<file path="config.mk">
export PLATFORM = sky130hd
export DESIGN_NAME = encoder_speed_estimator
export DESIGN_NICKNAME = d
export VERILOG_FILES = /design/src/hw/rtl/esp_pkg.sv /design/src/hw/rtl/esp_serial_div.sv /design/src/hw/rtl/esp_ring.sv /design/src/hw/rtl/encoder_speed_estimator.sv
export SDC_FILE = /design/constraint.sdc
export NUM_CORES = 1
export LEC_CHECK = 0
export BUFFER_PORTS_ARGS = -buffer_cell sky130_fd_sc_hd__buf_2
export CAP_MARGIN = 10
export CORE_MARGIN = 8
export CORE_UTILIZATION = 50
export CTS_CLUSTER_SIZE = 12
export DETAILED_ROUTE_END_ITERATION = 10
export PLACE_DENSITY = 0.67
export SLEW_MARGIN = 0
export SYNTH_ARGS = -nofsm -noshare
export SYNTH_HDL_FRONTEND = slang
export SYNTH_HIERARCHICAL = 1
export SYNTH_SLANG_ARGS = --single-unit
</file>
<file path="constraint.sdc">
create_clock -name i_clk -period 12.2 [get_ports i_clk]
set_clock_uncertainty 0.2 [all_clocks]
set_input_delay 2.44 -clock i_clk [delete_from_list [all_inputs] [get_ports i_clk]]
set_output_delay 2.44 -clock i_clk [all_outputs]
set_load 0.005 [all_outputs]
</file>
<file path="src/hw/rtl/esp_pkg.sv">
// Shared widths, constants and types for the encoder speed estimator.
package esp_pkg;

    // Field widths
    localparam int ANGLE_W = 16;
    localparam int DT_W    = 20;
    localparam int SPD_W   = 25;
    // Magnitude of an unwrapped difference scaled by 256
    localparam int PROD_W  = 24;

    // Unwrap threshold: 0.7 turn in 1/65536-turn units
    localparam logic signed [ANGLE_W:0] WRAP_LIMIT = 17'sd45875;
    // One full turn, modulo the 17-bit difference width
    localparam logic signed [ANGLE_W:0] TURN = 17'sh10000;

    localparam int DEF_AVG_DEPTH = 8;

    // Ring control issued by the sequencer
    typedef struct packed {
        logic rd;   // fetch the slot that the next update overwrites
        logic upd;  // overwrite the slot, adjust the sum, advance the position
    } t_ring_ctl;

endpackage

</file>
<file path="src/hw/rtl/esp_serial_div.sv">
// Restoring divider that produces one quotient bit per cycle.
module esp_serial_div
    import esp_pkg::*;
#(
    parameter int DVD_W = 28,
    parameter int CNT_W = 5
) (
    input  logic             i_clk,
    input  logic             i_rst_n,
    input  logic             i_start,
    input  logic [DVD_W-1:0] i_dividend,  // left aligned, i_nbits significant bits
    input  logic [DT_W-1:0]  i_divisor,   // nonzero
    input  logic [CNT_W-1:0] i_nbits,
    output logic             o_done,
    output logic [DVD_W-1:0] o_quot
);

    logic             r_busy;
    logic             r_done;
    logic [CNT_W-1:0] r_cnt;
    logic [DVD_W-1:0] r_q;
    logic [DT_W-1:0]  r_rem;
    logic [DT_W-1:0]  r_d;

    logic [DT_W:0]    w_trial;
    logic [DT_W:0]    w_diff;
    logic             w_ge;

    // Shift the next dividend bit into the partial remainder and try a subtract
    always_comb begin
        w_trial = {r_rem, r_q[DVD_W-1]};
        w_diff  = w_trial - {1'b0, r_d};
        w_ge    = (w_trial >= {1'b0, r_d});
    end

    // Control: count iterations, pulse done after the last one
    always_ff @(posedge i_clk) begin
        if (!i_rst_n) begin
            r_busy <= 1'b0;
            r_done <= 1'b0;
            r_cnt  <= '0;
        end else begin
            r_done <= 1'b0;
            if (i_start) begin
                r_busy <= 1'b1;
                r_cnt  <= i_nbits;
            end else if (r_busy) begin
                r_cnt <= r_cnt - 1'b1;
                if (r_cnt == CNT_W'(1)) begin
                    r_busy <= 1'b0;
                    r_done <= 1'b1;
                end
            end
        end
    end

    // Datapath: dividend shifts out the top as quotient bits enter the bottom
    always_ff @(posedge i_clk) begin
        if (i_start) begin
            r_q   <= i_dividend;
            r_rem <= '0;
            r_d   <= i_divisor;
        end else if (r_busy) begin
            r_q   <= {r_q[DVD_W-2:0], w_ge};
            r_rem <= w_ge ? w_diff[DT_W-1:0] : w_trial[DT_W-1:0];
        end
    end

    assign o_done = r_done;
    assign o_quot = r_q;

    a_no_restart: assert property (@(posedge i_clk) disable iff (!i_rst_n)
        i_start |-> !r_busy)
        else $error("divider restarted while busy");

    a_rem_bound: assert property (@(posedge i_clk) disable iff (!i_rst_n)
        r_busy |-> (r_rem < r_d))
        else $error("partial remainder not below divisor");

endmodule

</file>
<file path="src/hw/rtl/esp_ring.sv">
// Ring of recent speeds with a running sum.
module esp_ring
    import esp_pkg::*;
#(
    parameter int DEPTH = DEF_AVG_DEPTH,
    parameter int SUM_W = 28
) (
    input  logic                    i_clk,
    input  logic                    i_rst_n,
    input  t_ring_ctl               i_ctl,
    input  logic signed [SPD_W-1:0] i_data,
    output logic signed [SUM_W-1:0] o_sum
);

    localparam int PTR_W = (DEPTH > 1) ? $clog2(DEPTH) : 1;

    logic signed [SPD_W-1:0] r_mem [DEPTH];
    logic [DEPTH-1:0]        r_vld;
    logic [PTR_W-1:0]        r_pos;
    logic signed [SPD_W-1:0] r_rd;
    logic                    r_rd_vld;
    logic signed [SUM_W-1:0] r_sum;
    logic signed [SPD_W-1:0] w_old;

    // Read the slot about to be overwritten
    always_ff @(posedge i_clk) begin
        if (i_ctl.rd) begin
            r_rd     <= r_mem[r_pos];
            r_rd_vld <= r_vld[r_pos];
        end
    end

    // Write the new speed into the slot
    always_ff @(posedge i_clk) begin
        if (i_ctl.upd) begin
            r_mem[r_pos] <= i_data;
        end
    end

    // A slot never written counts as a zero speed
    assign w_old = r_rd_vld ? r_rd : '0;

    // Update valid bits, sum and position
    always_ff @(posedge i_clk) begin
        if (!i_rst_n) begin
            r_vld <= '0;
            r_pos <= '0;
            r_sum <= '0;
        end else if (i_ctl.upd) begin
            r_vld[r_pos] <= 1'b1;
            r_sum        <= r_sum - SUM_W'(w_old) + SUM_W'(i_data);
            r_pos        <= (r_pos == PTR_W'(DEPTH - 1)) ? '0 : r_pos + 1'b1;
        end
    end

    assign o_sum = r_sum;

endmodule

</file>
<file path="src/hw/rtl/encoder_speed_estimator.sv">
// Encoder speed estimator top level: unwrap, serial divide, moving average.
//
// Input channel (i_valid / o_ready) carries an angle, an elapsed time and a
// prime flag. A primed transfer only latches the angle as the reference and
// produces nothing; the block is ready again in the next cycle. A normal
// transfer produces one result on the output channel (o_valid / i_ready):
// the instantaneous speed, angle difference * 256 / dt, and the mean of the
// last AVG_DEPTH speeds, both truncated toward zero. A zero dt counts as one.
// SUM_W = 25 + clog2(AVG_DEPTH), with AVG_DEPTH 8 by default.
// One shared bit-serial divider does both divisions: a 24-bit quotient
// for the speed, then a SUM_W-bit quotient for the mean. The block takes
// no new item until the previous one has passed both divisions and
// reached the output stage.
// The result sits in an output register; a new item is accepted while it
// waits, but its result is held back until the receiver takes the old one.
// Reset clears the reference angle, the ring (all speeds zero), the sum and
// the output valid.
module encoder_speed_estimator
    import esp_pkg::*;
#(
    parameter int AVG_DEPTH = DEF_AVG_DEPTH
) (
    input  logic                    i_clk,
    input  logic                    i_rst_n,
    input  logic                    i_valid,
    output logic                    o_ready,
    input  logic [ANGLE_W-1:0]      i_angle,
    input  logic [DT_W-1:0]         i_dt,
    input  logic                    i_prime,
    output logic                    o_valid,
    input  logic                    i_ready,
    output logic signed [SPD_W-1:0] o_inst_speed,
    output logic signed [SPD_W-1:0] o_avg_speed
);

    localparam int SUM_W = SPD_W + $clog2(AVG_DEPTH);
    localparam int CNT_W = $clog2(SUM_W + 1);

    localparam logic [2:0] S_IDLE = 3'd0;
    localparam logic [2:0] S_PREP = 3'd1;
    localparam logic [2:0] S_DIV1 = 3'd2;
    localparam logic [2:0] S_SUM  = 3'd3;
    localparam logic [2:0] S_AVG  = 3'd4;
    localparam logic [2:0] S_DIV2 = 3'd5;
    localparam logic [2:0] S_OUT  = 3'd6;

    logic [2:0]              r_state;
    logic [ANGLE_W-1:0]      r_prev;
    logic                    r_neg;
    logic [ANGLE_W-1:0]      r_mag;
    logic [DT_W-1:0]         r_dt;
    logic signed [SPD_W-1:0] r_inst;
    logic                    r_sneg;
    logic signed [SPD_W-1:0] r_avg;
    logic                    r_o_valid;
    logic signed [SPD_W-1:0] r_o_inst;
    logic signed [SPD_W-1:0] r_o_avg;

    logic                    w_accept;
    logic signed [ANGLE_W:0] w_raw;
    logic signed [ANGLE_W:0] w_diff;
    logic signed [ANGLE_W:0] w_abs;
    logic                    w_div_start;
    logic [SUM_W-1:0]        w_dividend;
    logic [DT_W-1:0]         w_divisor;
    logic [CNT_W-1:0]        w_nbits;
    logic                    w_div_done;
    logic [SUM_W-1:0]        w_quot;
    logic signed [SPD_W-1:0] w_qmag;
    t_ring_ctl               w_ring_ctl;
    logic signed [SUM_W-1:0] w_sum;
    logic [SUM_W-1:0]        w_sum_abs;
    logic                    w_out_free;

    assign o_ready  = (r_state == S_IDLE);
    assign w_accept = i_valid && o_ready;

    // Difference from the reference angle, unwrapped into +-0.7 turn
    always_comb begin
        w_raw = $signed({1'b0, i_angle}) - $signed({1'b0, r_prev});
        if (w_raw > WRAP_LIMIT) begin
            w_diff = w_raw - TURN;
        end else if (w_raw < -WRAP_LIMIT) begin
            w_diff = w_raw + TURN;
        end else begin
            w_diff = w_raw;
        end
        w_abs = w_diff[ANGLE_W] ? -w_diff : w_diff;
    end

    // Divider operands: speed first, then the ring mean
    assign w_sum_abs = w_sum[SUM_W-1] ? SUM_W'(-w_sum) : SUM_W'(w_sum);
    always_comb begin
        if (r_state == S_AVG) begin
            w_dividend = w_sum_abs;
            w_divisor  = DT_W'(AVG_DEPTH);
            w_nbits    = CNT_W'(SUM_W);
        end else begin
            w_dividend = {r_mag, {(SUM_W - ANGLE_W){1'b0}}};
            w_divisor  = r_dt;
            w_nbits    = CNT_W'(PROD_W);
        end
    end
    assign w_div_start = (r_state == S_PREP) || (r_state == S_AVG);

    assign w_ring_ctl.rd  = (r_state == S_PREP);
    assign w_ring_ctl.upd = (r_state == S_SUM);

    assign w_qmag     = $signed({1'b0, w_quot[PROD_W-1:0]});
    assign w_out_free = !r_o_valid || i_ready;

    esp_serial_div #(
        .DVD_W (SUM_W),
        .CNT_W (CNT_W)
    ) u_div (
        .i_clk      (i_clk),
        .i_rst_n    (i_rst_n),
        .i_start    (w_div_start),
        .i_dividend (w_dividend),
        .i_divisor  (w_divisor),
        .i_nbits    (w_nbits),
        .o_done     (w_div_done),
        .o_quot     (w_quot)
    );

    esp_ring #(
        .DEPTH (AVG_DEPTH),
        .SUM_W (SUM_W)
    ) u_ring (
        .i_clk   (i_clk),
        .i_rst_n (i_rst_n),
        .i_ctl   (w_ring_ctl),
        .i_data  (r_inst),
        .o_sum   (w_sum)
    );

    // Sequencer
    always_ff @(posedge i_clk) begin
        if (!i_rst_n) begin
            r_state <= S_IDLE;
            r_prev  <= '0;
        end else begin
            unique case (r_state)
                S_IDLE: begin
                    if (w_accept) begin
                        r_prev <= i_angle;
                        if (!i_prime) begin
                            r_state <= S_PREP;
                        end
                    end
                end
                S_PREP: r_state <= S_DIV1;
                S_DIV1: begin
                    if (w_div_done) begin
                        r_state <= S_SUM;
                    end
                end
                S_SUM:  r_state <= S_AVG;
                S_AVG:  r_state <= S_DIV2;
                S_DIV2: begin
                    if (w_div_done) begin
                        r_state <= S_OUT;
                    end
                end
                S_OUT: begin
                    if (w_out_free) begin
                        r_state <= S_IDLE;
                    end
                end
                default: r_state <= S_IDLE;
            endcase
        end
    end

    // Capture operands and quotients
    always_ff @(posedge i_clk) begin
        if (w_accept && !i_prime) begin
            r_neg <= w_diff[ANGLE_W];
            r_mag <= w_abs[ANGLE_W-1:0];
            r_dt  <= (i_dt == '0) ? DT_W'(1) : i_dt;
        end
        if (r_state == S_DIV1 && w_div_done) begin
            r_inst <= r_neg ? -w_qmag : w_qmag;
        end
        if (r_state == S_AVG) begin
            r_sneg <= w_sum[SUM_W-1];
        end
        if (r_state == S_DIV2 && w_div_done) begin
            r_avg <= r_sneg ? -w_qmag : w_qmag;
        end
    end

    // Output register: load when free, drop valid on transfer
    always_ff @(posedge i_clk) begin
        if (!i_rst_n) begin
            r_o_valid <= 1'b0;
        end else if (r_state == S_OUT && w_out_free) begin
            r_o_valid <= 1'b1;
        end else if (i_ready) begin
            r_o_valid <= 1'b0;
        end
    end

    always_ff @(posedge i_clk) begin
        if (r_state == S_OUT && w_out_free) begin
            r_o_inst <= r_inst;
            r_o_avg  <= r_avg;
        end
    end

    assign o_valid      = r_o_valid;
    assign o_inst_speed = r_o_inst;
    assign o_avg_speed  = r_o_avg;

    a_done_in_div: assert property (@(posedge i_clk) disable iff (!i_rst_n)
        w_div_done |-> (r_state == S_DIV1 || r_state == S_DIV2))
        else $error("divider finished outside a divide state");

    a_valid_from_out: assert property (@(posedge i_clk) disable iff (!i_rst_n)
        $rose(r_o_valid) |-> ($past(r_state) == S_OUT))
        else $error("result raised outside the output state");

endmodule

</file>
==> run summary, run 1 <==
The synthesis-to-layout area growth came out at 11.1%. The commonest cells after synthesis are 412 x sky130_fd_sc_hd__edfxtp_1, 170 x sky130_fd_sc_hd__inv_1, 159 x sky130_fd_sc_hd__nand2_1. The number of detailed-routing iterations run before antenna repair is 6, and the total half-perimeter wirelength after legalization and detailed placement is 37.8 mm. The tools report the depth of the CTS H-tree as 2. The dominant cell by count in the synthesized netlist was sky130_fd_sc_hd__edfxtp_1. The die is 239 um wide. After synthesis, the cell types taking the most area are sky130_fd_sc_hd__edfxtp_1 50%, sky130_fd_sc_hd__dfxtp_1 6.9%, sky130_fd_sc_hd__ha_1 3.7%. The run gives 0 as the count of unresolved DRC violations after routing. Summed over all layers, the global routing overflow is 0. The logs give 26000 um^2 for the post-detailed-placement cell area and 20.6% for the headroom to the max-slew limit.

Yosys printed 6 warnings. The final layout contains 2331 nets. At the pin with the least slew margin, the transition time is 1.19 ns. After clock tree synthesis, the clock-pin slew on the worst setup and hold paths is 0.06 ns. Buffers placed on the I/O ports in this run total 92. Power comes to 4.10 mW.

Power spread over the standard cell area amounts to 148 nW/um^2. The flip-flop cell with the highest count after synthesis is sky130_fd_sc_hd__edfxtp_1. Of all flip-flops after synthesis, the portion carrying an async set or reset was 0%.

The run gives 67 as the pin count of the biggest net entering global routing. After clock tree synthesis, the setup repair step added 0 buffers. The highest attainable clock frequency was 0.170 GHz; the site row count was 81. The path category of the worst min-delay check was reg2reg.

Final hold analysis gives a worst-case slack of 0.214 ns. The worst setup path is of the in2reg kind. Worst voltage drop across the vdd grid: 0.0971 mV. Startpoint type of the worst setup path: a primary input. The worst path uses 48.2% of the clock period. The initial antenna violation count came out at 1. Global-route wire length before repair: 87.1 mm.

The run gives 93 as the count of distinct cell types in the synthesized netlist. The fraction of post-synthesis cell area in the top cell type by area was 49.7%. The count of state elements after synthesis works out to 498. The final sum of negative setup slack is 0 ns, and the maximum fanout along the worst path is 13.

The slack of the critical path is 6.32 ns, and the shortest clock period the worst path allows after layout is 5.88 ns. In this run, CTS created clock tree buffers numbering 52. The tools report the last weighted congestion value of the routability-driven placer as 0.872. For the count of routing violations after the opening detailed-route iteration, the log shows 1092. The maximum root-to-sink buffer count was 3; the share of cells above drive strength 1 was 13.2%. The tools report the post-route standard cell area excluding fillers as 27600 um^2. The number of max-capacitance violations reported came out at 0. The count of final setup violators is 0.

TritonCTS built the clock tree. Once detail routing completed, the nets flagged for antenna violations numbered 0. The number of pins with negative max-slew slack in the final report was 0; the post-cts hold buffer count was 0.

The placeable core region was 49100 um^2; the final hold violation count was 0. In the final routed layout, each cell accounts on average for 19.2 um. The run gives 15.8k as the number of global-route vias before repair. The biggest area contributor in the post-synthesis netlist is sky130_fd_sc_hd__edfxtp_1. The overall fraction of global-route tracks in use was 19.1%. The run gives 93 as the I/O pin count.

The routed design has 55.4 mm of wire. The tools report the buffer cell driving the clock tree root as sky130_fd_sc_hd__clkbuf_16. After synthesis the cells add up to 24900 um^2. The tools report the sort of element at the end of the critical path as a register. Via count: 16.1k.

Synthesis produced 2119 cells. The logs give 50.7% for the initial cell density of the core and 0 for the post-CTS resize count. Sequential cells were found to cover 56.7% of the synthesized design area. The run finished with clean final reports. The die covers 57100 um^2. The static leakage power is 10.1 nW. Setup repair after global routing left no endpoint under its margin. After detailed routing, the number of vias per cell comes to 5.56. The count of antenna diodes in the layout was 0.

For this design, the sink count on the clock tree is 498. The critical path data required time was 12.33 ns. For the worst-case setup slack after placement, the log shows 5.87 ns. For the worst setup path, the data arrival time is 6.01 ns. The later pin in the worst-skew pair is clocked with a latency of 0.59 ns. The vertical die dimension came out at 239 um. After synthesis, the mean cell area works out to 11.7 um^2.

Counting flops with a built-in enable in the synthesized netlist gives 412.
[through the flow]
step	instances	util (%)
after floorplan	2121	-
after global placement	2798	53.1
after detailed placement	2798	53.1
after CTS	2890	56.3
after global routing	2890	56.3
final	2890	56.3
[path summary, 6_finish.rpt]
path                      end  slack, ns  depth (start not counted)       startpoint
max reg2reg  u_ring/o_sum[16]       7.96                         11  u_ring/r_rd_vld
min            o_avg_speed[6]       0.21                          0         r_avg[6]
min reg2reg    o_avg_speed[6]       0.21                          0         r_avg[6]
max                  r_mag[1]       6.32                         12       i_angle[0]
[per-layer routing]
metal	part of all wire (%)	wire length, um	global-route usage [%]	vias to the layer above
met4	1.9	1060	4.62	0
met2	47	25900	31.4	383
met3	5.4	3010	3.35	69
li1	-	-	-	7786
met5	0	0	0	-
met1	46	25400	26.3	7823
[sequential cells by signal, indices dropped and copies added (netlist names), 16 cells and up]
name / count
u_ring/r_mem: 200
u_div/o_quot: 28
u_ring/o_sum: 28
o_avg_speed: 25
o_inst_speed: 25
r_avg: 25
r_inst: 25
u_ring/r_rd: 25
r_dt: 20
u_div/r_d: 20
u_div/r_rem: 20
r_mag: 16
r_prev: 16
[worst max-delay path, stage by stage]
cell                       delay (ns)
sky130_fd_sc_hd__buf_2           0.09
sky130_fd_sc_hd__inv_1           0.04
sky130_fd_sc_hd__ha_1            0.22
sky130_fd_sc_hd__fa_1            0.42
sky130_fd_sc_hd__nor2b_1         0.20
sky130_fd_sc_hd__o31ai_2         0.12
sky130_fd_sc_hd__a311oi_1        0.31
sky130_fd_sc_hd__xor2_1          0.50
sky130_fd_sc_hd__a311oi_1        0.25
sky130_fd_sc_hd__o311ai_2        0.81
sky130_fd_sc_hd__nand2_1         0.24
sky130_fd_sc_hd__mux2_1          0.36
[cells in the final DEF, fill, tap and decap left out, drive strengths merged, types with 26 or more instances in the layout]
| cell | instances |
|---|---|
| nor3 | 34 |
| nand2 | 160 |
| nor2 | 143 |
| mux2i | 79 |
| mux2 | 56 |
| or3 | 28 |
| a22oi | 28 |
| buf | 120 |
| nand3 | 26 |
| dfxtp | 86 |
| o21ai | 106 |
| edfxtp | 412 |
| xor2 | 44 |
| ha | 73 |
| a21oi | 88 |
| xnor2 | 83 |
| inv | 171 |
| and2 | 54 |
| fa | 29 |
| clkbuf | 77 |
[cell type report]
cell class / instances / area [um^2]
Sequential cell: 498 / 14100
Clock buffer: 77 / 1440
Fill cell: 4129 / 21400
Timing Repair Buffer: 120 / 671
Tap cell: 664 / 831
Multi-Input combinational cell: 1346 / 9780
Inverter: 170 / 638
Clock inverter: 15 / 166
[cell families after synthesis]
| family | share of synthesized area, % |
|---|---|
| AO/OA/AOI/OAI | 11.7 |
| multiplexers | 5.90 |
| adder cells (fa/ha/maj) | 6.01 |
| XOR/XNOR | 4.47 |
| other | 0.0302 |
| flip-flops | 56.7 |
| buffers and inverters | 4.35 |
| AND/OR/NAND/NOR | 10.9 |
[where the power goes]
part	internal [mW]	leakage, nW	switching, mW	total [mW]
Sequential	1.90	4.43	0.0541	1.96
Clock	0.874	0.773	0.627	1.50
Combinational	0.273	4.91	0.363	0.636
Total	3.05	10.1	1.04	4.10
Power figures use the tool's default switching activity.
==> inputs of run 2 (changes only) <==
clock period = 5.45 ns   (was 12.2 ns; I/O delays follow)
==> run 2 against run 1 <==
Effect of this change: global-route usage increased by 0.10 points; die area unchanged; first-iteration DRC count decreased by 2.5%; sequential share of layout area decreased by 0.17 points; count of clock-buffer cells in the layout increased by 4; flip-flop and latch count unchanged; clock power increased by 130%; cell count increased by 0.28%; setup slack got worse by 5.0 ns.
==> run summary, run 2 (synthesis gave the netlist of run 1 again) <==
I/O pin count: 93 (unchanged). For the number of nets with antenna violations after detailed routing, the log shows 0 (unchanged). Setup repair after global routing left no endpoint under its margin. The total clock buffers created by CTS is 51 (-1.9%), and the internal power component is 6.88 mW (+130%).

Power consumption: 9.23 mW (+130%). The post-CTS setup-driven buffer insertion count is 0 (unchanged), and the count of antenna diodes in the layout is 0 (unchanged). The count of routing violations after the opening detailed-route iteration was 1065 (-2.5%). Leaving out fill and tap cells, the most frequent cells in the layout are 412 x sky130_fd_sc_hd__edfxtp_1, 170 x sky130_fd_sc_hd__inv_1, 159 x sky130_fd_sc_hd__nand2_1. The total half-perimeter wirelength after legalization and detailed placement was 38.3 mm (+1.5%); the count of final setup violators was 0 (unchanged). The critical path goes through and2_1 -> fa_1 -> inv_1 -> fa_1 -> a211oi_1 -> o21ai_1 -> a21oi_2 -> o211ai_2 -> a221oi_4 -> a21oi_1 -> o311ai_2.

Cell repeated most along the worst path: sky130_fd_sc_hd__fa_1. The count of unresolved DRC violations after routing is 0 (unchanged), and the site row count is 81 (unchanged). The final wirelength came out at 55.4 mm (+0.12%). The tools report the worst hold path endpoint as o_avg_speed[12]. The logs give 0.244 mV (+150%) for the worst voltage drop across the vdd grid and 5 (-1) for the number of detailed-routing iterations run before antenna repair. The average routed wire per standard cell came out at 19.1 um (-0.16%). The length in cells of the worst reg-to-reg path is 11 (unchanged). The tools report the post-CTS resize count as 0 (unchanged). The kind of cell adding the most delay to the critical path was compound AO/OA/AOI/OAI gates. The areal power density over the cells was 333 nW/um^2 (+120%); the proportion of power drawn by the clock network was 37.1% (+0.4 points). The most used routing layer is met2. The number of global-route vias before repair is 16.0k (+0.80%). The worst setup path is captured at a register.

The count of cell instances traversed by the critical path was 11 (-1); the die footprint was 57100 um^2 (unchanged). The endpoint identified for the worst register-to-register timing path is u_ring/o_sum[26]. The net switching share of the total power came out at 25.5% (-0.045 points).

The type of the setup path with the least slack was reg2reg. For the clock latency on the worst-skew pair, the log shows 0.60 ns (about the same). More flip-flops sit in one register than any other, and that register is u_ring/r_mem.

The largest stage delay on the critical path works out to 0.72 ns (-0.09 ns). The final hold violation count was 0 (unchanged). For the setup slack on the worst flop-to-flop path, the log shows 1.28 ns (-6.68 ns). The run gives 16.2k (+0.93%) as the via count.

The vertical die dimension was 239 um (unchanged); the critical path arrival was 4.47 ns (-1.54 ns). TritonCTS built the clock tree. The shortest clock period the worst path allows after layout is 4.17 ns. The flow ran to the end, and the final reports show no timing, DRC or antenna violations. The initial cell density of the core is 50.7% (unchanged).

The tools report the depth of the CTS H-tree as 2 (unchanged). The root buffer cell chosen for the clock tree is sky130_fd_sc_hd__clkbuf_16. From synthesis to final layout, the design area changed by 11.4%. The aggregate global routing overflow is 0 (unchanged). For the final sum of negative setup slack, the log shows 0 ns (unchanged). The number of pins with negative max-slew slack in the final report was 0 (unchanged).

The post-detailed-placement cell area came out at 26000 um^2 (about the same). Timing would allow up to 0.240 GHz. The logic gate share of total power is 15.5% (about the same). The run gives 0 (unchanged) as the number of max-capacitance violations reported. The maximum fanout along the worst path is 25 (+12).

The share of the clock period used by the worst path after layout came out at 76.6%. Net switching power: 2.35 mW (+130%). For this design, the slowest cell found on the critical path is sky130_fd_sc_hd__edfxtp_1. For the headroom to the max-slew limit, the log shows 24.2% (+3.6 points). The quantity of I/O buffers inserted on ports works out to 92 (unchanged).

The share of cells above drive strength 1 is 13.3% (+0.087 points). The number of buffers and inverters on the critical path is 1 (-1). The global routing usage on met3 came out at 3.61% (+0.25 points). The startpoint type of the worst setup path is a register. The layout net count is 2334 (+0.13%), and the global-route met1 utilization is 26.3% (+0.040 points).

Path category of the worst min-delay check: reg2reg. The run gives 3 (unchanged) as the maximum root-to-sink buffer count. Post-cts hold buffer count: 0 (unchanged). The die width is 239 um (unchanged), and the share of total power in sequential cells is 47.5% (-0.3 points).

The critical path data required time is 5.75 ns (-6.58 ns), and the average vias per placed instance is 5.59 (+0.65%). The sink count of the clock tree is 498 (unchanged), and the cell depth of the worst hold path is 0 (unchanged). In this run the critical register-to-register path is launched from u_ring/r_rd_vld. Overall fraction of global-route tracks in use: 19.2% (+0.10 points). The commonest non-fill, non-tap cell in the layout was sky130_fd_sc_hd__edfxtp_1.

The static leakage power was 10.2 nW (+0.47%). The initial antenna violation count was 0 (-1). The startpoint identified for the worst hold timing path is r_avg[12].

Post-CTS clock slew at the launch and capture registers of the worst setup and hold paths: 0.06 ns (about the same). The global-route wire length before repair was 87.6 mm (+0.58%); the post-route standard cell area excluding fillers was 27700 um^2 (+0.33%). The logs give 31.5% (+0.10 points) for the fraction of met2 tracks used by global routing and 75 (+12%) for the pin count of the biggest net entering global routing.

For the placeable core region, the log shows 49100 um^2 (unchanged). The tools report the last weighted congestion value of the routability-driven placer as 0.895 (+2.6%). The flip-flop count of the largest register after layout came out at 200 (unchanged). Slew at the pin closest to its max-slew limit: 1.14 ns (-0.0536 ns).
## run 2: cell count changes in the layout (fill, tap and decap cells not counted), sizes merged
cell | previous run | this run
buf | 120 | 124
clkbuf | 77 | 81
clkinvlp | 2 | 0
bufinv | 3 | 4
clkinv | 9 | 10
## run 2: cell type report
type / count / area [um^2]
multi-input combinational: 1346 / 9780
inverter: 170 / 638
fill: 4119 / 21300
timing repair buffer: 124 / 717
clock inverter: 15 / 208
tap: 664 / 831
sequential: 498 / 14100
clock buffer: 81 / 1440
## run 2: metrics by stage
stage / std cells / hold WS, ns / setup WS, ns / util (%)
floorplan: 2121 / 0.200 / 0.480 / -
global placement: 2800 / 0.203 / 0.817 / 53.1
detailed placement: 2800 / 0.205 / 0.735 / 53.1
CTS: 2896 / 0.227 / 1.28 / 56.4
global route: 2898 / 0.235 / 1.05 / 56.5
finish: 2898 / 0.224 / 1.28 / 56.5
## run 2: how the worst max path moves through the flow
stage	from	endpoint	slack [ns]
3_3_place_gp	i_angle[0]	r_mag[1]	0.82
3_5_place_dp	i_angle[6]	r_mag[1]	0.73
2_1_floorplan	r_state[0]	u_div/o_quot[0]	0.48
4_1_cts	u_ring/r_rd_vld	u_ring/o_sum[26]	1.28
5_1_grt	i_angle[0]	r_mag[1]	1.05
6_report	u_ring/r_rd_vld	u_ring/o_sum[26]	1.28
## run 2: metal layers
| metal | vias up | wire, um |
|---|---|---|
| met5 | - | 0 |
| met4 | 0 | 996 |
| met3 | 60 | 2950 |
| met2 | 394 | 26000 |
| met1 | 7958 | 25500 |
| li1 | 7798 | - |
## run 2: power groups by stage
stage	Clock [mW]	Combinational (mW)	Sequential, mW
final	3.42	1.43	4.38
after global routing	3.65	1.60	4.40
after CTS	3.50	1.42	4.38
after detailed placement	0	1.41	4.46
after global placement	0	1.38	4.46
after floorplan	0	1.17	4.41
==> inputs of run 3 (changes only) <==
PLACE_DENSITY = 0.69   (was 0.67)
clock period = 3.8 ns   (was 5.45 ns; I/O delays follow)
==> run 3 against run 2 <==
Effect of this change: cell count increased by 4.6%; largest power group unchanged; critical path type unchanged; largest cell class unchanged; global-route usage increased by 0.80 points; wire length increased by 4.6%; sequential share of layout area decreased by 2.1 points; critical endpoint is now u_div/o_quot[25].
==> run summary, run 3 (synthesis gave the netlist of run 1 again) <==
The number of pins with negative max-slew slack in the final report came out at 0 (unchanged). STA classifies the critical path endpoint as a register. The count of final setup violators is 0 (unchanged), and the maximum fanout along the worst path is 6 (-76%). The number of detailed-routing iterations run before antenna repair came out at 7 (+2). u_ring/r_mem holds more flip-flops than any other register. For the placeable core region, the log shows 49100 um^2 (unchanged). The path category of the worst min-delay check was in2reg. The static leakage power was 10.8 nW (+6.7%); the power consumption was 13.7 mW (+48%).

Tracing the worst setup path back leads to its startpoint at u_ring/o_sum[4]. The vertical die dimension works out to 239 um (unchanged). For the count of non-filler cells in the finished layout, the log shows 3032 (+4.6%).

The setup slack on the worst flop-to-flop path came out at 0.12 ns (-1.15 ns). The logs give 81 (unchanged) for the site row count and 0 (unchanged) for the final hold violation count. The slew at the pin closest to its max-slew limit works out to 0.920 ns (-0.217 ns). The startpoint type of the worst setup path is a register. The last weighted congestion value of the routability-driven placer came out at 0.888 (-0.74%). TritonCTS built the clock tree. The initial cell density of the core is 50.7% (unchanged).

Share of the clock period used by the worst path after layout: 96.7% (+20 points). The count of unresolved DRC violations after routing was 0 (unchanged); the I/O pin count was 93 (unchanged). The pin count of the biggest net entering global routing is 66 (-12%). The post-CTS clock slew at the launch and capture registers of the worst setup and hold paths was 0.06 ns (about the same). The number of max-capacitance violations reported came out at 0 (unchanged).

The fraction of met2 tracks used by global routing was 32.2% (+0.72 points). For the global-route met1 utilization, the log shows 27.6% (+1.3 points). The number of inserted filler cells in the final layout is 4009 (-2.7%), and the areal power density over the cells is 474 nW/um^2 (+42%). The tools report the depth of the CTS H-tree as 2 (unchanged). Setup repair after global routing could not meet its margin everywhere.

The tools report the final sum of negative setup slack as 0 ns (unchanged). Average vias per placed instance: 5.57 (-0.45%). The most used routing layer is met2.

The via count is 16.9k (+4.2%), and the critical path arrival is 3.84 ns (-0.63 ns). The initial antenna violation count is 2 (+2), and the share of cells above drive strength 1 is 18.8% (+5.5 points). The final hold slack was 0.130 ns (-0.0937 ns). The tools report the last element of the critical path as u_div/o_quot[25]. Synthesis-to-layout area growth: 16.1%. For the total half-perimeter wirelength after legalization and detailed placement, the log shows 40.4 mm (+5.5%).

The tools report the maximum root-to-sink buffer count as 3 (unchanged). The tools report the aggregate global routing overflow as 0 (unchanged). Overall fraction of global-route tracks in use: 20.0% (+0.80 points). The run gives 57100 um^2 (unchanged) as the die footprint. The tools report the buffer cell driving the clock tree root as sky130_fd_sc_hd__clkbuf_16. The tools report the total clock buffers created by CTS as 52 (+2.0%).

The tools report the global routing usage on met3 as 3.91% (+0.30 points). The flow ran to the end, and the final reports show no timing, DRC or antenna violations. The global-route wire length before repair was 91.6 mm (+4.6%); the clock latency on the worst-skew pair was 0.62 ns (+0.02 ns). The flip-flop count of the largest register after layout is 200 (unchanged), and the sink count of the clock tree is 498 (unchanged). The highest attainable clock frequency is 0.272 GHz (+14%).

The length in cells of the worst reg-to-reg path was 10 (-1). For the headroom to the max-slew limit, the log shows 38.7% (+15 points). Count of routing violations after the opening detailed-route iteration: 1105 (+3.8%). The quantity of I/O buffers inserted on ports was 92 (unchanged); the final wirelength was 58.0 mm (+4.6%). The critical path is of the reg2reg type. The critical path data required time was 3.97 ns (-1.78 ns); the average routed wire per standard cell was 19.1 um (about the same). The commonest non-fill, non-tap cell in the layout is sky130_fd_sc_hd__edfxtp_1. The top cell types in the final layout, fill and taps aside, are 412 x sky130_fd_sc_hd__edfxtp_1, 170 x sky130_fd_sc_hd__inv_1, 161 x sky130_fd_sc_hd__buf_4.

The shortest clock period the worst path allows after layout is 3.68 ns (-0.499 ns), and the number of global-route vias before repair is 16.8k (+5.1%). The tools report the reg-to-reg critical path endpoint as u_div/o_quot[25]. The layout net count is 2466 (+5.7%). The worst voltage drop across the vdd grid came out at 0.366 mV (+50%). The run gives 0 (unchanged) as the number of nets with antenna violations after detailed routing. In this run the critical register-to-register path is launched from u_ring/o_sum[4]. The die width is 239 um (unchanged). The worst-case setup slack after placement is -0.275 ns (-1.01 ns), and the placed cell count is 2932 (+4.7%). For the slack of the critical path, the log shows 0.124 ns (-1.15 ns).
run 3: cell count changes in the layout (fill, tap and decap cells not counted), sizes merged:
cell	before	now
clkinv	10	7
clkbuf	81	84
diode	0	1
buf	124	255
bufinv	4	5
clkinvlp	0	1
run 3: layer usage:
metal	part of all wire [%]	vias to the layer above	wire, um
met5	0	-	0
met4	2.0	0	1150
met3	6.0	85	3450
met2	46	455	26900
met1	46	8266	26400
li1	-	8078	-
run 3: where the power goes:
group,switching (mW),internal [mW]
logic,1.23,1.04
registers,0.166,6.11
clock network,2.16,3.00
run 3: final cells by class:
type | count | area (um^2) | area share [%]
clock buffers | 84 | 1460 | 5.06
flip-flops and latches | 498 | 14100 | 48.8
multi-input cells | 1346 | 9870 | 34.2
repair buffers | 255 | 1710 | 5.92
clock inverters | 14 | 270 | 0.936
inverters | 170 | 638 | 2.21
diodes | 1 | 2.50 | 0.00866
well taps | 664 | 831 | 2.88
run 3: worst min path at each step:
stage                   start         endpoint  cells after the start  slack [ns]
finish               i_dt[11]         r_dt[11]                      1        0.13
global route         i_dt[11]         r_dt[11]                      1        0.10
CTS                  i_dt[11]         r_dt[11]                      1         0.1
detailed placement  r_avg[24]  o_avg_speed[24]                      0        0.21
global placement     r_avg[1]   o_avg_speed[1]                      0        0.21
floorplan            r_avg[0]   o_avg_speed[0]                      0        0.20
run 3: worst max-delay path, stage by stage (launching register included):
cell and delay [ns]:
sky130_fd_sc_hd__dfxtp_1 0.40, sky130_fd_sc_hd__or3_1 0.45, sky130_fd_sc_hd__or3_1 0.41, sky130_fd_sc_hd__nor3_4 0.22, sky130_fd_sc_hd__nand3_1 0.18, sky130_fd_sc_hd__or4_1 0.50, sky130_fd_sc_hd__nand2b_1 0.22, sky130_fd_sc_hd__o31ai_1 0.31
sky130_fd_sc_hd__xor2_1 0.19, sky130_fd_sc_hd__o21ai_1 0.07, sky130_fd_sc_hd__mux2_2 0.27
run 3: metrics by stage:
| stage | utilization [%] | cell area [um^2] |
|---|---|---|
| 2_1_floorplan | - | 24900 |
| 3_3_place_gp | 55.2 | 27100 |
| 3_5_place_dp | 55.2 | 27100 |
| 4_1_cts | 58.8 | 28800 |
| 5_1_grt | 58.9 | 28900 |
| 6_report | 58.9 | 28900 |
run 3: repair_timing:
item	4_1_cts	5_1_grt
hold buffers	0	0
setup endpoints to repair	0	10
buffers inserted	0	1
gates resized for setup	0	13
